## src/design/mat_sq_pkg.sv

```systemverilog
package mat_sq_pkg;

	// field widths of the request and result items
	localparam int ELEM_W = 16;
	localparam int IDX_W  = 4;
	localparam int SIZE_W = 5;
	localparam int PROD_W = 2 * ELEM_W;
	localparam int PV_W   = 36;

	// default matrix bound and register reset value
	localparam int MAX_DIM_DEF = 16;
	localparam logic [SIZE_W-1:0] SIZE_RESET = 5'd10;

	// request queue between front and back, power of two depth
	localparam int QUEUE_DEPTH = 2;

	// request modes
	localparam logic MODE_LOAD  = 1'b0;
	localparam logic MODE_QUERY = 1'b1;

	// one queued request
	typedef struct packed {
		logic                     is_query;
		logic [IDX_W-1:0]         row;
		logic [IDX_W-1:0]         col;
		logic signed [ELEM_W-1:0] value;
	} cmd_t;

endpackage

```

## src/design/mat_sq_front.sv

```systemverilog
module mat_sq_front #(
	parameter int MAX_DIM = mat_sq_pkg::MAX_DIM_DEF
) (
	input  logic                                clk,
	input  logic                                arst_n,
	input  logic                                in_valid,
	output logic                                in_stall,
	input  logic                                mode,
	input  logic [mat_sq_pkg::IDX_W-1:0]        row,
	input  logic [mat_sq_pkg::IDX_W-1:0]        col,
	input  logic signed [mat_sq_pkg::ELEM_W-1:0] value,
	output logic                                cmd_valid,
	output mat_sq_pkg::cmd_t                    cmd,
	input  logic                                cmd_pop
);

	import mat_sq_pkg::*;

	localparam int QPW = (QUEUE_DEPTH > 1) ? $clog2(QUEUE_DEPTH) : 1;
	localparam int QCW = $clog2(QUEUE_DEPTH + 1);

	cmd_t           entry_q [QUEUE_DEPTH];
	logic [QPW-1:0] wr_ptr_q;
	logic [QPW-1:0] rd_ptr_q;
	logic [QCW-1:0] cnt_q;
	logic           accept;
	logic           in_store;
	logic           push;

	assign in_stall  = (cnt_q == QCW'(QUEUE_DEPTH));
	assign accept    = in_valid && !in_stall;

	// loads outside the store are taken and dropped here
	assign in_store  = (32'(row) < MAX_DIM) && (32'(col) < MAX_DIM);
	assign push      = accept && ((mode == MODE_QUERY) || in_store);

	assign cmd_valid = (cnt_q != '0);
	assign cmd       = entry_q[rd_ptr_q];

	// queue payload
	always_ff @(posedge clk) begin
		if (push) begin
			entry_q[wr_ptr_q] <= '{is_query: (mode == MODE_QUERY), row: row, col: col,
			                       value: value};
		end
	end

	// queue pointers and fill count
	always_ff @(posedge clk or negedge arst_n) begin
		if (!arst_n) begin
			wr_ptr_q <= '0;
			rd_ptr_q <= '0;
			cnt_q    <= '0;
		end else begin
			if (push) begin
				wr_ptr_q <= wr_ptr_q + QPW'(1);
			end
			if (cmd_pop) begin
				rd_ptr_q <= rd_ptr_q + QPW'(1);
			end
			if (push && !cmd_pop) begin
				cnt_q <= cnt_q + QCW'(1);
			end else if (!push && cmd_pop) begin
				cnt_q <= cnt_q - QCW'(1);
			end
		end
	end

endmodule

```

## config.mk

```make
export PLATFORM = sky130hd
export DESIGN_NAME = mat_sq_front
export DESIGN_NICKNAME = d
export VERILOG_FILES = /design/src/design/mat_sq_pkg.sv /design/src/design/mat_sq_front.sv
export SDC_FILE = /design/constraint.sdc
export NUM_CORES = 1
export LEC_CHECK = 0
export CAP_MARGIN = 5
export CORE_MARGIN = 4
export CORE_UTILIZATION = 60
export CTS_BUF_LIST = sky130_fd_sc_hd__clkbuf_2
export CTS_CLUSTER_SIZE = 16
export DETAILED_ROUTE_END_ITERATION = 10
export DONT_BUFFER_PORTS = 1
export PLACE_DENSITY_LB_ADDON = 0.15
export SLEW_MARGIN = 30
export SYNTH_ARGS = -nofsm -noshare
export SYNTH_HDL_FRONTEND = slang
export SYNTH_SLANG_ARGS = --single-unit
```

## constraint.sdc

```tcl
create_clock -name clk -period 2.5 [get_ports clk]
set_clock_uncertainty 0.15 [all_clocks]
set_input_delay 0.125 -clock clk [delete_from_list [all_inputs] [get_ports clk]]
set_output_delay 0.125 -clock clk [all_outputs]
set_load 0.05 [all_outputs]
```

==> results.toml <==
[outcome]
status = "complete, no violations"

[route]
ant_nets = 0
dr_total_vias = 936
route.detailed.drc = 0
viasPerCell = 5.171
firstDrtPassIters = 4
wl_per_cell_um = 17.19
finalWirelength_um = 3111
drtIter0Drc = 48

[timing]
min_period_ns = 2.078
max_freq_mhz = 481.3
finalHoldViolCount = 0
report.final.slew_viol_count = 0
tns_ns = 0
worst_slew_pin_slew_ns = 0.5285
slew_headroom_pct = 64.73
fin_crit_sh_pct = 83.11
setup_viol = 0
rsz0062_at_grt = "no"

[die]
die_h_um = 67.21
die_w_um = 67.21
start_util_pct = 62.54
core_mm2 = 0.003363
pin_count = 56
die_area_mm2 = 0.004517
rows = 21

[run]
maxCapViolCount = 0

[finish]
multi_input_area_um2 = 441.7
num-fill-cells = 233
area_growth_pct = 17.97
fin_area_mm2 = 0.002481
final_util_pct = 73.77
final_nets = 164
final-seq-area_mm2 = 0.001602
diodes = 0
drive_gt1_share_pct = 26.67

[logic_synthesis]
yosys.area.top_type_share_pct = 71.39
syn_avg_cell_area_um2 = 21.68
netlist.top_cell.by_area = "edfxtp_1"
synth.most_common_cell = "edfxtp_1"
synth.distinct_cells = 15
synth_commonest_cells = "edfxtp_1 (50), mux2_4 (19), mux2_2 (6), dfrtp_1 (4)"
syn_inst = 97
syn_area_mm2 = 0.002103
synth_async_sr_flop_share_pct = 7.407
synth_edf_count = 50
syn-num-nets = 127
synth_ff_type = "edfxtp_1"
synthTopCellsByArea = "edfxtp_1 (71%), mux2_4 (14%), dfrtp_1 (4.8%)"
ys_seq_elements = 54
ys_seq_area_share_pct = 76.15
yosys_warnings = 0

[global_route]
grt_max_degree = 26
antenna_found_initial = 0
gr-usage-met2_pct = 26.75
grt-ovfl-total = 0
grt_use_total_pct = 15.77
grt_pass1_wl_um = 5023
gr-usage-met1_pct = 18.44
grt.busiest_layer = "met2"
use_met3_pct = 5.990
first_global_vias = 1043

[setup_path]
path_max_fanout = 12
crit_type = "reg -> out"
critPathLaunchType = "register"
arrival_ns = 1.80
worst_r2r_path_depth = 4
crit_path_end_kind = "output pin"
critPathRequiredTime_ns = 2.23

[placed_design]
place_congestion = 0.6350
place_area_mm2 = 0.002155
detailed_place_hpwl_um = 2060
io_buffers = 0

[power]
p_total_mw = 3.093
p_leak_nw = 0.9240
power.density_mw_per_mm2 = 1247
vdd.ir_drop.worst_mv = 0.8717

[clocking]
postCtsSetupBuffers = 0
numCtsBuffers = 5
cts.htree.levels = 2
cts_tree = "built"
cts_buffer_depth = 2
clock_latency_ns = 0.40
clk_pin_slew_ns = 0.23
root_buffer = "clkbuf_2"
clock_sinks = 54

[min_path]
hold_path_class = "in -> reg"
whs_path_depth = 2
-- cell families (layout without fill, tap and decap cells) --
| kind of cell | Yosys count | count (layout) | share of synthesized area [%] |
|---|---|---|---|
| multiplexers | 25 | 25 | 16.78 |
| XOR/XNOR | 5 | 5 | 2.082 |
| buffers and inverters | 6 | 44 | 2.974 |
| flip-flops | 54 | 54 | 76.15 |
| AND/OR/NAND/NOR | 6 | 6 | 1.428 |
| adder cells (fa/ha/maj) | 1 | 1 | 0.5948 |
-- critical path, stage by stage (launching register included) --
cell     delay [ns]
dfrtp_1        0.65
buf_4          0.33
mux2_4         0.41
-- timing repair --
action	in CTS	in global routing
resized for setup	0	0
hold endpoints to repair	66	0
hold buffers	29	0
endpoints found under the setup margin	0	0
-- power by group --
part | switching [mW] | leakage, nW | total (mW) | internal, mW
Combinational | 1.03 | 0.388 | 1.46 | 0.434
Clock | 0.237 | 0.0255 | 0.297 | 0.0599
Sequential | 0.0995 | 0.511 | 1.34 | 1.24
Total | 1.36 | 0.924 | 3.09 | 1.73
-- stage by stage --
step	setup WS (ns)	std cells	hold slack (ns)
global placement	0.7780	144	-0.3205
CTS	0.3712	181	0.09631
finish	0.4223	181	0.1228
floorplan	0.2544	97	-0.3206
detailed placement	0.6801	144	-0.3205
global route	0.2818	181	0.07396
-- registers in the layout, summed over array words and instances (netlist names) --
register and cells:
rd_ptr_q 1, entry_q 50, cnt_q 2, wr_ptr_q 1
-- metal layers --
| metal | up-vias | part of all wire [%] |
|---|---|---|
| li1 | 446 | - |
| met1 | 452 | 37 |
| met2 | 34 | 55 |
| met3 | 4 | 6.6 |
| met4 | 0 | 0.93 |
| met5 | - | 0 |
-- area by class of cell --
cell class	instances	area share, %
multi-input cells	37	17.80
well taps	46	2.320
repair buffers	33	13.41
inverters	3	0.4539
clock inverters	3	0.4539
flip-flops and latches	54	64.55
clock buffers	5	1.009
-- path summary, 6_finish.rpt --
kind	to	startpoint	slack, ns
hold / removal	entry_q[1][12]	in_valid	0.12
setup / recovery	cmd[13]	rd_ptr_q	0.42
setup reg to reg	entry_q[0][11]	cnt_q[0]	0.67
hold reg to reg	cnt_q[1]	cnt_q[1]	0.38
min in group asynchronous	rd_ptr_q	arst_n	0.36
max in group asynchronous	cnt_q[1]	arst_n	1.68
-- cell usage in the layout (no fill, tap or decap), drive strengths merged --
| cell type | instances |
|---|---|
| edfxtp | 50 |
| dlygate4sd3 | 29 |
| mux2 | 25 |
| clkbuf | 5 |
| dfrtp | 4 |
| buf | 4 |
| inv | 3 |
| xor2 | 3 |
| clkinv | 3 |
| xnor2 | 2 |
| nor2 | 2 |
| nand2b | 1 |
| or2 | 1 |
| nand2 | 1 |
| and3 | 1 |
| ha | 1 |
No activity file was read; power rests on OpenSTA's default activity.
