--- config.mk ---
export PLATFORM = sky130hd
export DESIGN_NAME = mat_sq_back
export DESIGN_NICKNAME = d
export VERILOG_FILES = /design/src/design/mat_sq_pkg.sv /design/src/design/mat_sq_back.sv
export SDC_FILE = /design/constraint.sdc
export NUM_CORES = 1
export LEC_CHECK = 0
export BUFFER_PORTS_ARGS = -buffer_cell sky130_fd_sc_hd__buf_4
export CORE_MARGIN = 8
export CORE_UTILIZATION = 45
export DETAILED_ROUTE_END_ITERATION = 8
export PLACE_DENSITY = 0.66
export SLEW_MARGIN = 20
export SYNTH_ARGS = -nofsm -noshare
export SYNTH_HDL_FRONTEND = slang
export SYNTH_SLANG_ARGS = --single-unit
--- constraint.sdc ---
create_clock -name clk -period 2.8 [get_ports clk]
set_input_delay 0.28 -clock clk [delete_from_list [all_inputs] [get_ports clk]]
set_output_delay 0.28 -clock clk [all_outputs]
set_load 0.02 [all_outputs]
--- src/design/mat_sq_pkg.sv ---
package mat_sq_pkg;

	// field widths of the request and result items
	localparam int ELEM_W = 16;
	localparam int IDX_W  = 4;
	localparam int SIZE_W = 5;
	localparam int PROD_W = 2 * ELEM_W;
	localparam int PV_W   = 36;

	// default matrix bound and register reset value
	localparam int MAX_DIM_DEF = 16;
	localparam logic [SIZE_W-1:0] SIZE_RESET = 5'd10;

	// request queue between front and back, power of two depth
	localparam int QUEUE_DEPTH = 2;

	// request modes
	localparam logic MODE_LOAD  = 1'b0;
	localparam logic MODE_QUERY = 1'b1;

	// one queued request
	typedef struct packed {
		logic                     is_query;
		logic [IDX_W-1:0]         row;
		logic [IDX_W-1:0]         col;
		logic signed [ELEM_W-1:0] value;
	} cmd_t;

endpackage

--- src/design/mat_sq_back.sv ---
module mat_sq_back #(
	parameter int MAX_DIM = mat_sq_pkg::MAX_DIM_DEF,
	parameter int AW      = (MAX_DIM > 1) ? $clog2(MAX_DIM * MAX_DIM) : 1
) (
	input  logic                                 clk,
	input  logic                                 arst_n,
	input  logic                                 cmd_valid,
	input  mat_sq_pkg::cmd_t                     cmd,
	output logic                                 cmd_pop,
	input  logic [mat_sq_pkg::SIZE_W-1:0]        size_in_use,
	output logic                                 ram_we,
	output logic [AW-1:0]                        ram_waddr,
	output logic [mat_sq_pkg::ELEM_W-1:0]        ram_wdata,
	output logic [AW-1:0]                        ram_ra_addr,
	output logic [AW-1:0]                        ram_rb_addr,
	input  logic [mat_sq_pkg::ELEM_W-1:0]        ram_ra_data,
	input  logic [mat_sq_pkg::ELEM_W-1:0]        ram_rb_data,
	output logic                                 out_valid,
	input  logic                                 out_stall,
	output logic signed [mat_sq_pkg::PV_W-1:0]   product_value,
	output logic [mat_sq_pkg::IDX_W-1:0]         out_row,
	output logic [mat_sq_pkg::IDX_W-1:0]         out_col
);

	import mat_sq_pkg::*;

	localparam int KW    = $clog2(MAX_DIM + 1);
	localparam int ACC_W = (33 + $clog2(MAX_DIM) > PV_W) ? 33 + $clog2(MAX_DIM) : PV_W;
	localparam logic signed [ACC_W-1:0] SAT_HI = ACC_W'((64'sd1 <<< (PV_W - 1)) - 64'sd1);
	localparam logic signed [ACC_W-1:0] SAT_LO = ACC_W'(-(64'sd1 <<< (PV_W - 1)));

	localparam logic [1:0] ST_IDLE = 2'd0;
	localparam logic [1:0] ST_RUN  = 2'd1;
	localparam logic [1:0] ST_WAIT = 2'd2;

	logic [1:0]               state_q;
	logic [IDX_W-1:0]         row_q;
	logic [IDX_W-1:0]         col_q;
	logic                     row_ok_q;
	logic                     col_ok_q;
	logic [KW-1:0]            n_q;
	logic [KW-1:0]            k_q;
	logic [KW-1:0]            n_next;
	logic                     last_k;
	logic                     fin_q;
	logic                     v_s1;
	logic                     last_s1;
	logic                     v_s2;
	logic                     last_s2;
	logic signed [PROD_W-1:0] prod_s2;
	logic signed [ELEM_W-1:0] a_op;
	logic signed [ELEM_W-1:0] b_op;
	logic signed [ACC_W-1:0]  acc_q;
	logic signed [PV_W-1:0]   acc_sat;
	logic                     out_free;
	logic                     start_query;
	logic                     issue;
	logic                     finish;

	// size in use, bounded by the store
	assign n_next = (32'(size_in_use) > MAX_DIM) ? KW'(MAX_DIM) : KW'(size_in_use);
	assign last_k = ((k_q + KW'(1)) == n_q);

	assign cmd_pop     = (state_q == ST_IDLE) && cmd_valid;
	assign start_query = cmd_pop && cmd.is_query;
	assign issue       = (state_q == ST_RUN);
	assign out_free    = !out_valid || !out_stall;
	assign finish      = (state_q == ST_WAIT) && fin_q && out_free;

	// loads go straight to the store
	assign ram_we    = cmd_pop && !cmd.is_query;
	assign ram_waddr = AW'(cmd.row) * AW'(MAX_DIM) + AW'(cmd.col);
	assign ram_wdata = cmd.value;

	// row operand A[row][k] and column operand A[k][col]
	assign ram_ra_addr = row_ok_q ? AW'(row_q) * AW'(MAX_DIM) + AW'(k_q) : '0;
	assign ram_rb_addr = col_ok_q ? AW'(k_q) * AW'(MAX_DIM) + AW'(col_q) : '0;

	// entries outside the store count as zero
	assign a_op = row_ok_q ? $signed(ram_ra_data) : '0;
	assign b_op = col_ok_q ? $signed(ram_rb_data) : '0;

	// clamp to the result range
	always_comb begin
		if (acc_q > SAT_HI) begin
			acc_sat = PV_W'(SAT_HI);
		end else if (acc_q < SAT_LO) begin
			acc_sat = PV_W'(SAT_LO);
		end else begin
			acc_sat = acc_q[PV_W-1:0];
		end
	end

	// sequencer
	always_ff @(posedge clk or negedge arst_n) begin
		if (!arst_n) begin
			state_q <= ST_IDLE;
			fin_q   <= 1'b0;
			v_s1    <= 1'b0;
			v_s2    <= 1'b0;
		end else begin
			v_s1 <= issue;
			v_s2 <= v_s1;
			case (state_q)
				ST_IDLE: begin
					if (start_query) begin
						fin_q   <= (n_next == '0);
						state_q <= (n_next == '0) ? ST_WAIT : ST_RUN;
					end
				end
				ST_RUN: begin
					if (last_k) begin
						state_q <= ST_WAIT;
					end
				end
				ST_WAIT: begin
					if (v_s2 && last_s2) begin
						fin_q <= 1'b1;
					end
					if (finish) begin
						fin_q   <= 1'b0;
						state_q <= ST_IDLE;
					end
				end
				default: begin
					state_q <= ST_IDLE;
				end
			endcase
		end
	end

	// query context and term index
	always_ff @(posedge clk) begin
		if (start_query) begin
			row_q    <= cmd.row;
			col_q    <= cmd.col;
			row_ok_q <= (32'(cmd.row) < MAX_DIM);
			col_ok_q <= (32'(cmd.col) < MAX_DIM);
			n_q      <= n_next;
			k_q      <= '0;
		end else if (issue) begin
			k_q <= k_q + KW'(1);
		end
	end

	// multiply and accumulate stages
	always_ff @(posedge clk) begin
		last_s1 <= issue && last_k;
		last_s2 <= last_s1;
		prod_s2 <= a_op * b_op;
		if (start_query) begin
			acc_q <= '0;
		end else if (v_s2) begin
			acc_q <= acc_q + {{(ACC_W-PROD_W){prod_s2[PROD_W-1]}}, prod_s2};
		end
	end

	// result register
	always_ff @(posedge clk or negedge arst_n) begin
		if (!arst_n) begin
			out_valid <= 1'b0;
		end else if (finish) begin
			out_valid <= 1'b1;
		end else if (!out_stall) begin
			out_valid <= 1'b0;
		end
	end

	always_ff @(posedge clk) begin
		if (finish) begin
			product_value <= acc_sat;
			out_row       <= row_q;
			out_col       <= col_q;
		end
	end

endmodule

==> out/metrics.yaml, run 1 <==
yosys:
  synth_edf_count: 57
  synth_top_family_by_area: "adder cells"
  synth_compound_area_frac: 0.08128
  synth_ff_type: "dfxtp_1"
  synthAdderAreaFrac: 0.4062
  ys_ff_latch: 139
  yosys.area_share.simple: 0.1514
  synthMuxAreaShare: 0.01859
  syn_inst: 1791
  synth.yosys.warnings: 0
  async_flop_share: 0.04317
  synth-xor-area-share: 0.03989
  syn-cell-area_um2: 16690
  synth_fp_nets: 2241
  synth_area_per_cell_um2: 9.317
  yosysUniqueCellTypes: 59
  ys_seq_area_frac: 0.2027
cts:
  clock_latency_ps: 420
  cts_tree: "done"
  htreeDepth: 4
  clockBufferDepth: 2
  cts_buffers: 17
  clkTransAtPathRegs_ps: 60
  cts_sinks: 139
  cts-root-buf: "clkbuf_16"
route:
  drc: 0
  first_pass_iters: 5
  drtIter0Drc: 609
  wl_um: 37760
  via_count: 12603
  ant_nets: 0
  avgRoutedWirePerCell_um: 14.88
  vias_per_cell: 4.968
floorplanning:
  die_w_um: 208.6
  num_io_pins: 153
  core_area_um2: 36610
  dieArea_um2: 43500
  start_util: 0.4558
  die_h_um: 208.6
  rows: 70
timing:
  min_period_ps: 5267
  fin_skew_ps: 12.14
  finalWorstSetupSlack_ps: -2467
  worst_pin_slew_ps: 672.1
  finalSetupViolations: 26
  holdWs_ps: 44.80
  max_freq_mhz: 189.8
  relSlewSlack: 0.5519
  drv_slew: 0
  rsz0062_at_grt: "yes"
  hold_viol_final: 0
  min_period_over_period: 1.881
setup_path:
  worstSetupPathType: "input port to register"
  reg2reg_to: "acc_q[35]$_SDFFE_PP0P_"
  worstRegToRegCells: 11
  reg2reg_from: "prod_s2[1]$_DFF_P_"
  cp_max_fo: 4
  r2r_slack_ps: 70
  crit_path_start_kind: "input port"
  critPathArrivalTime_ps: 5620
  end_kind: "register"
  cp.required_ps: 3150
finish:
  syn_to_final_growth_pct: 26.54
  final_cell_mix: "buf_4 (287), inv_1 (268), fa_1 (242), nand2_1 (181), nor2_1 (111)"
  fillers: 3155
  drive_gt1_frac: 0.2803
  antenna_cells: 0
  final_common_cell: "buf_4"
  finalNetCount: 2506
placed_design:
  gp_congestion: 0.8701
  hpwl_um: 31790
  portBuffers: 120
  place_ws_ps: -3138
worst_hold_path:
  whs_path_depth: 1
  hp-class: "input port to register"
  hold_path_end: "row_q[0]$_DFFE_PP_"
  min-delay-start: "cmd[20]"
global_route:
  grt_usage: 0.1767
  antenna_found_initial: 0
  grt_pass1_vias: 13644
  grt_max_degree: 72
  grt_pass1_wl_um: 64630
  grt_overflow: 0
run_status:
  status: "complete, but fails checks"
  violations: "negative setup slack"
job:
  maxCapViolations: 0
[state kept, by name, summed over array words and instances (netlist names)]
name,cells
out_col,4
v_s2,1
row_q,4
out_valid,1
product_value,36
col_q,4
k_q,5
last_s1,1
acc_q,37
fin_q,1
out_row,4
last_s2,1
state_q,2
n_q,5
prod_s2,32
v_s1,1
[synth_stat cells, drive strengths merged (5+ instances only)]
library cell / instances / area share
buf: 37 / 0.016
nand3: 22 / 0.0066
dfxtp: 76 / 0.091
nand2b: 18 / 0.0067
ha: 121 / 0.091
o21ai: 75 / 0.023
a21oi: 57 / 0.017
dfrtp: 6 / 0.0090
o211ai: 6 / 0.0027
a21o: 27 / 0.012
mux2i: 31 / 0.019
a31oi: 7 / 0.0035
fa: 263 / 0.32
nand2: 198 / 0.045
nor2: 120 / 0.027
clkbuf: 61 / 0.014
and3: 5 / 0.0019
nand4: 11 / 0.0041
nor3: 9 / 0.0027
nor2b: 10 / 0.0037
inv: 312 / 0.070
a211oi: 8 / 0.0036
and2: 126 / 0.047
nand3b: 6 / 0.0027
xor2: 32 / 0.017
edfxtp: 57 / 0.10
o21bai: 10 / 0.0047
xnor2: 44 / 0.023
[worst max path at each step]
stage              startpoint                  end  slack [ps]  depth (start not counted)
2_1_floorplan  ram_rb_data[3]  prod_s2[31]$_DFF_P_       -2690                         21
3_3_place_gp   ram_rb_data[6]  prod_s2[31]$_DFF_P_       -3050                         23
3_5_place_dp   ram_rb_data[6]  prod_s2[31]$_DFF_P_       -3140                         23
4_1_cts        ram_rb_data[4]  prod_s2[31]$_DFF_P_       -2430                         24
5_1_grt        ram_ra_data[8]  prod_s2[31]$_DFF_P_       -2670                         25
6_report       ram_ra_data[8]  prod_s2[31]$_DFF_P_       -2470                         25
[timing repair]
item / 4_1_cts / 5_1_grt
setup buffers: 21 / 7
pin swaps: 92 / 67
cloned: 0 / 1
setup endpoints to repair: 28 / 37
resized for setup: 121 / 111
hold endpoints to repair: 6 / 0
hold buffers: 1 / 0
[kinds of logic (layout without fill, tap and decap cells)]
| kind of cell | after synthesis | count (layout) |
|---|---|---|
| AND/OR/NAND/NOR | 535 | 535 |
| buffers and inverters | 410 | 688 |
| adder cells (fa/ha/maj) | 384 | 384 |
| AO/OA/AOI/OAI | 216 | 216 |
| flip-flops | 139 | 139 |
| XOR/XNOR | 76 | 76 |
| multiplexers | 31 | 31 |
[metal layers]
layer  part of all wire  wire length [um]  global-route usage
met2               0.49             18560              0.3121
met5                  0                 0                   0
met1               0.45             17080              0.2240
met3              0.039              1490             0.02634
met4              0.017               635             0.04739
[final cells by class]
class                   count  area [um^2]  share of cell area
flip-flops and latches    139         3392              0.1606
clock buffers              22        496.7             0.02352
inverters                 312         1171             0.05546
repair buffers            344         2895              0.1371
well taps                 468        585.6             0.02773
clock inverters            10        76.32            0.003615
multi-input cells        1242        12500              0.5919
[critical path: stages]
cell	delay [ps]
buf_8	100
buf_8	120
buf_4	140
and2_4	140
fa_1	510
inv_2	50
fa_2	570
fa_2	440
inv_2	70
fa_2	430
fa_1	500
inv_2	40
fa_1	510
inv_2	50
ha_4	290
nand3_4	80
nor2_4	90
o211ai_1	100
o21ai_2	180
a311oi_1	120
buf_4	160
o21ai_4	160
o211ai_1	120
a32oi_1	250
xnor2_1	140
[metrics by stage]
| stage | instance area [um^2] | utilization | std cells | setup TNS, ps |
|---|---|---|---|---|
| floorplan | 17190 | - | 1791 | -50320 |
| detailed placement | 19530 | 0.5335 | 2478 | -63250 |
| CTS | 20640 | 0.5639 | 2529 | -47840 |
| global route | 21120 | 0.5768 | 2537 | -53870 |
| global placement | 19530 | 0.5335 | 2478 | -61840 |
| finish | 21120 | 0.5768 | 2537 | -49120 |
Power of run 1 is left out: the tool's default activity adds up to more than one toggle a clock period on the data nets, which glitch-free logic cannot reach.
==> inputs of run 2 (changes only) <==
Settings changed: PLACE_DENSITY 0.66 to unset.
Clock period 2.8 ns to 4.95 ns, I/O delays scaled along.
==> run 2 against run 1 <==
The run still ends with negative setup slack left. Critical endpoint is now prod_s2[29]$_DFF_P_. Count of clock-buffer cells in the layout decreased by 3. Via count decreased by 3.5%. Worst hold slack improved by 220 ps. Largest cell class unchanged. Cell count down 1.4%. Critical path depth down 1.
==> out/metrics.yaml, run 2 (synthesized netlist as in run 1, its figures left out) <==
run_status:
  status: "complete, but fails checks"
  violations: "negative setup slack"
global_route:
  grt_pass1_wl_um: 61830
  grt_pass1_vias: 12670
  grt_usage: 0.1686
  grt_overflow: 0
  grt_max_degree: 73
  antenna_found_initial: 0
route:
  avgRoutedWirePerCell_um: 14.63
  vias_per_cell: 4.862
  wl_um: 36610
  via_count: 12165
  ant_nets: 0
  drtIter0Drc: 572
  drc: 0
  first_pass_iters: 5
worst_hold_path:
  hp-class: "input port to register"
timing:
  relSlewSlack: 0.2900
  tns_ps: -4521
  rsz0062_at_grt: "yes"
  finalWorstSetupSlack_ps: -591.6
  hold_viol_final: 0
  finalSetupViolations: 16
  drv_slew: 0
  max_freq_mhz: 180.5
  fin_skew_ps: 6.679
  min_period_ps: 5542
  min_period_over_period: 1.120
  worst_pin_slew_ps: 1065
finish:
  antenna_cells: 0
  fillers: 3258
  final_common_cell: "inv_1"
  reg_top3: "acc_q x37, product_value x36, prod_s2 x32"
  register_area_um2: 3386
  final_area_um2: 20480
  top_register: "acc_q"
  largest_register_ffs: 37
  final_cell_mix: "inv_1 (286), buf_4 (266), fa_1 (245), nand2_1 (187), nor2_1 (114)"
  drive_gt1_frac: 0.2355
  finalNetCount: 2471
  multi_input_area_um2: 12200
  syn_to_final_growth_pct: 22.73
placed_design:
  hpwl_um: 30900
  dpl_cell_area_um2: 19130
  gp_congestion: 0.8620
  portBuffers: 120
  place_ws_ps: -1255
setup_path:
  critPathArrivalTime_ps: 5850
  crit_start: "ram_rb_data[14]"
  crit_path_start_kind: "input port"
  cp_max_fo: 4
  worstRegToRegCells: 12
  reg2reg_to: "acc_q[32]$_SDFFE_PP0P_"
  cp.required_ps: 5260
  crit_path_end: "prod_s2[29]$_DFF_P_"
  r2r_slack_ps: 1680
  end_kind: "register"
  reg2reg_from: "acc_q[0]$_SDFFE_PP0P_"
  worstSetupPathType: "input port to register"
cts:
  cts-root-buf: "clkbuf_16"
  cts_tree: "done"
  clockBufferDepth: 2
  clock_latency_ps: 420
  clkTransAtPathRegs_ps: 60
  cts_buffers: 17
  cts_sinks: 139
  htreeDepth: 4
floorplanning:
  dieArea_um2: 43500
  start_util: 0.4558
  rows: 70
  die_h_um: 208.6
  core_area_um2: 36610
  die_w_um: 208.6
  num_io_pins: 153
job:
  maxCapViolations: 0
## run 2: area by class of cell
cell class                 instances  share of cell area
tap                              468             0.02859
inverter                         312             0.05718
timing repair buffer             309              0.1239
clock inverter                    13            0.008187
clock buffer                      19             0.02114
multi-input combinational       1242              0.5957
sequential                       139              0.1653
## run 2: worst min-delay path by stage
stage / slack [ps] / startpoint / depth (start not counted) / to
2_1_floorplan: 200 / arst_n / 0 / fin_q$_DFFE_PN0P_
4_1_cts: 240 / cmd[23] / 1 / row_q[3]$_DFFE_PP_
5_1_grt: 240 / cmd[22] / 1 / row_q[2]$_DFFE_PP_
3_3_place_gp: 310 / arst_n / 1 / state_q[0]$_DFFE_PN0P_
6_report: 260 / cmd[23] / 1 / row_q[3]$_DFFE_PP_
3_5_place_dp: 310 / arst_n / 1 / fin_q$_DFFE_PN0P_
## run 2: worst max-delay path, stage by stage
cell and delay [ps]:
buf_8 100, buf_6 110, buf_6 110, and2_1 150
fa_1 530, fa_1 550, fa_1 540, fa_1 530
fa_1 540, inv_1 50, fa_1 490, inv_2 50
ha_4 230, o21ai_1 120, nand2b_1 100, nand2_1 100
a21oi_2 40, a311oi_1 260, buf_4 170, o21ai_4 60
buf_4 150, nor4_4 140, nor3_2 80, xor2_1 160
## run 2: metal layers
layer / vias up / part of all wire / global-route usage
li1: 6022 / - / -
met1: 5885 / 0.48 / 0.2287
met2: 224 / 0.47 / 0.2807
met3: 34 / 0.037 / 0.02799
met4: 0 / 0.014 / 0.03840
met5: - / 0 / 0
## run 2: repair_timing
item / CTS / global route
pin swaps: 91 / 71
hold buffers: 1 / 0
gates resized for setup: 101 / 50
hold endpoints to repair: 6 / 0
setup buffers: 18 / 13
endpoints found under the setup margin: 17 / 19
## run 2: stage by stage
step                  util  hold WS (ps)  cells
detailed placement  0.5227         307.8   2441
CTS                 0.5529         238.7   2490
global placement    0.5227         306.4   2441
finish              0.5594         262.2   2502
global route        0.5594         237.0   2502
floorplan                -         199.4   1791
Power of run 2 is left out for the same reason.
==> inputs of run 3 (changes only) <==
Settings changed: TNS_END_PERCENT set to 1.
==> run 3 against run 2 <==
The flow still finishes with violations (negative setup slack). Sequential share of layout area increased by 0.36 points. Non-clock buffer count shrank 23. Cell count is 0.92% lower. Maximum frequency up 0.46%. Global-route usage up 0.089 points. Worst hold slack improved by 4.7 ps. Worst setup slack better by 25 ps.
==> out/metrics.yaml, run 3 (synthesized netlist as in run 1, its figures left out) <==
timing:
  max_freq_mhz: 181.3
  hold_viol_final: 0
  min_period_ps: 5516
  min_period_over_period: 1.114
  finalWorstSetupSlack_ps: -566.3
  fin_skew_ps: 9.259
  drv_slew: 0
  relSlewSlack: 0.2909
  rsz0062_at_grt: "yes"
  worst_pin_slew_ps: 1064
  finalSetupViolations: 16
run_status:
  violations: "negative setup slack"
  status: "complete, but fails checks"
placed_design:
  place_inst: 2435
  place_ws_ps: -1190
  portBuffers: 120
  hpwl_um: 31220
  gp_congestion: 0.8975
route:
  drtIter0Drc: 526
  ant_nets: 0
  vias_per_cell: 4.864
  avgRoutedWirePerCell_um: 14.72
  via_count: 12057
  first_pass_iters: 5
  wl_um: 36500
  drc: 0
floorplanning:
  num_io_pins: 153
  rows: 70
  die_h_um: 208.6
  dieArea_um2: 43500
  core_area_um2: 36610
  die_w_um: 208.6
  start_util: 0.4558
global_route:
  grt_pass1_vias: 12675
  grt_overflow: 0
  grt_usage: 0.1695
  grt_max_degree: 72
  grt_pass1_wl_um: 61830
  antenna_found_initial: 0
job:
  maxCapViolations: 0
cts:
  clockBufferDepth: 2
  clkTransAtPathRegs_ps: 60
  clock_latency_ps: 420
  cts-root-buf: "clkbuf_16"
  cts_tree: "done"
  cts_buffers: 17
  cts_sinks: 139
  htreeDepth: 4
finish:
  multi_input_area_um2: 12050
  instances_no_fill: 2479
  final_cell_mix: "inv_1 (296), buf_4 (261), fa_1 (248), nand2_1 (194), nor2_1 (115)"
  postLayoutCoreUtil: 0.5475
  fillers: 3353
  register_area_um2: 3386
  reg_top3: "acc_q x37, product_value x36, prod_s2 x32"
  antenna_cells: 0
  largest_register_ffs: 37
  top_register: "acc_q"
  final_common_cell: "inv_1"
  drive_gt1_frac: 0.2089
  syn_to_final_growth_pct: 20.12
  finalNetCount: 2448
setup_path:
  worstSetupPathType: "input port to register"
  critPathArrivalTime_ps: 5820
  cp_max_fo: 7
  crit_path_start_kind: "input port"
  cp.required_ps: 5250
  end_kind: "register"
worst_hold_path:
  hp-class: "input port to register"
[run 3: worst paths after layout]
path / startpoint / end / slack (ps) / cells after the start
worst max-delay path: ram_ra_data[11] / prod_s2[31]$_DFF_P_ / -570 / 22
worst min-delay path: cmd[20] / row_q[0]$_DFFE_PP_ / 270 / 1
worst max register to register: acc_q[0]$_SDFFE_PP0P_ / acc_q[32]$_SDFFE_PP0P_ / 1670 / 12
worst min register to register: last_s1$_DFF_P_ / last_s2$_DFF_P_ / 330 / 0
max in group asynchronous: arst_n / v_s2$_DFF_PN0_ / 4380 / 2
min in group asynchronous: arst_n / v_s2$_DFF_PN0_ / 450 / 2
[run 3: what timing repair did]
item                                    CTS  global route
buffers inserted                          8             4
resized for setup                        77            45
hold endpoints to repair                  6             0
hold buffers                              1             0
gates cloned                              0             0
pin swaps                                65            53
endpoints found under the setup margin   19            20
[run 3: metal layers]
| layer | vias up | routed length (um) | GRT usage |
|---|---|---|---|
| li1 | 5990 | - | - |
| met1 | 5850 | 17360 | 0.2273 |
| met2 | 190 | 17500 | 0.2911 |
| met3 | 27 | 1242 | 0.02424 |
| met4 | 0 | 393 | 0.03232 |
| met5 | - | 0 | 0 |
[run 3: through the flow]
step           cell area [um^2]  setup TNS, ps  hold WS (ps)
3_5_place_dp              18920         -16040         309.1
4_1_cts                   19860          -3546         240.3
5_1_grt                   20050          -7130         242.0
6_report                  20050          -3644         266.9
2_1_floorplan             16830          -8318         199.4
3_3_place_gp              18920         -15370         305.1
[run 3: critical path, cell delays in order]
cell and delay, ps:
buf_6 110, buf_4 130, nand2_1 70, fa_1 570, fa_2 450, fa_2 580, inv_2 40, fa_2 430
fa_1 530, inv_2 40, fa_1 550, inv_2 50, ha_4 230, a21oi_4 140, o21ai_2 70, a31oi_2 200
o21ai_2 130, a311oi_4 380, o21ai_4 100, o211ai_1 220, a32oi_1 150, xnor2_1 140
[run 3: area by class of cell]
cell class / instances / share of cell area
clock buffer: 18 / 0.02141
clock inverter: 14 / 0.008614
inverter: 312 / 0.05842
multi-input combinational: 1242 / 0.6011
sequential: 139 / 0.1689
tap: 468 / 0.02921
timing repair buffer: 286 / 0.1123
Power of run 3 is left out for the same reason.
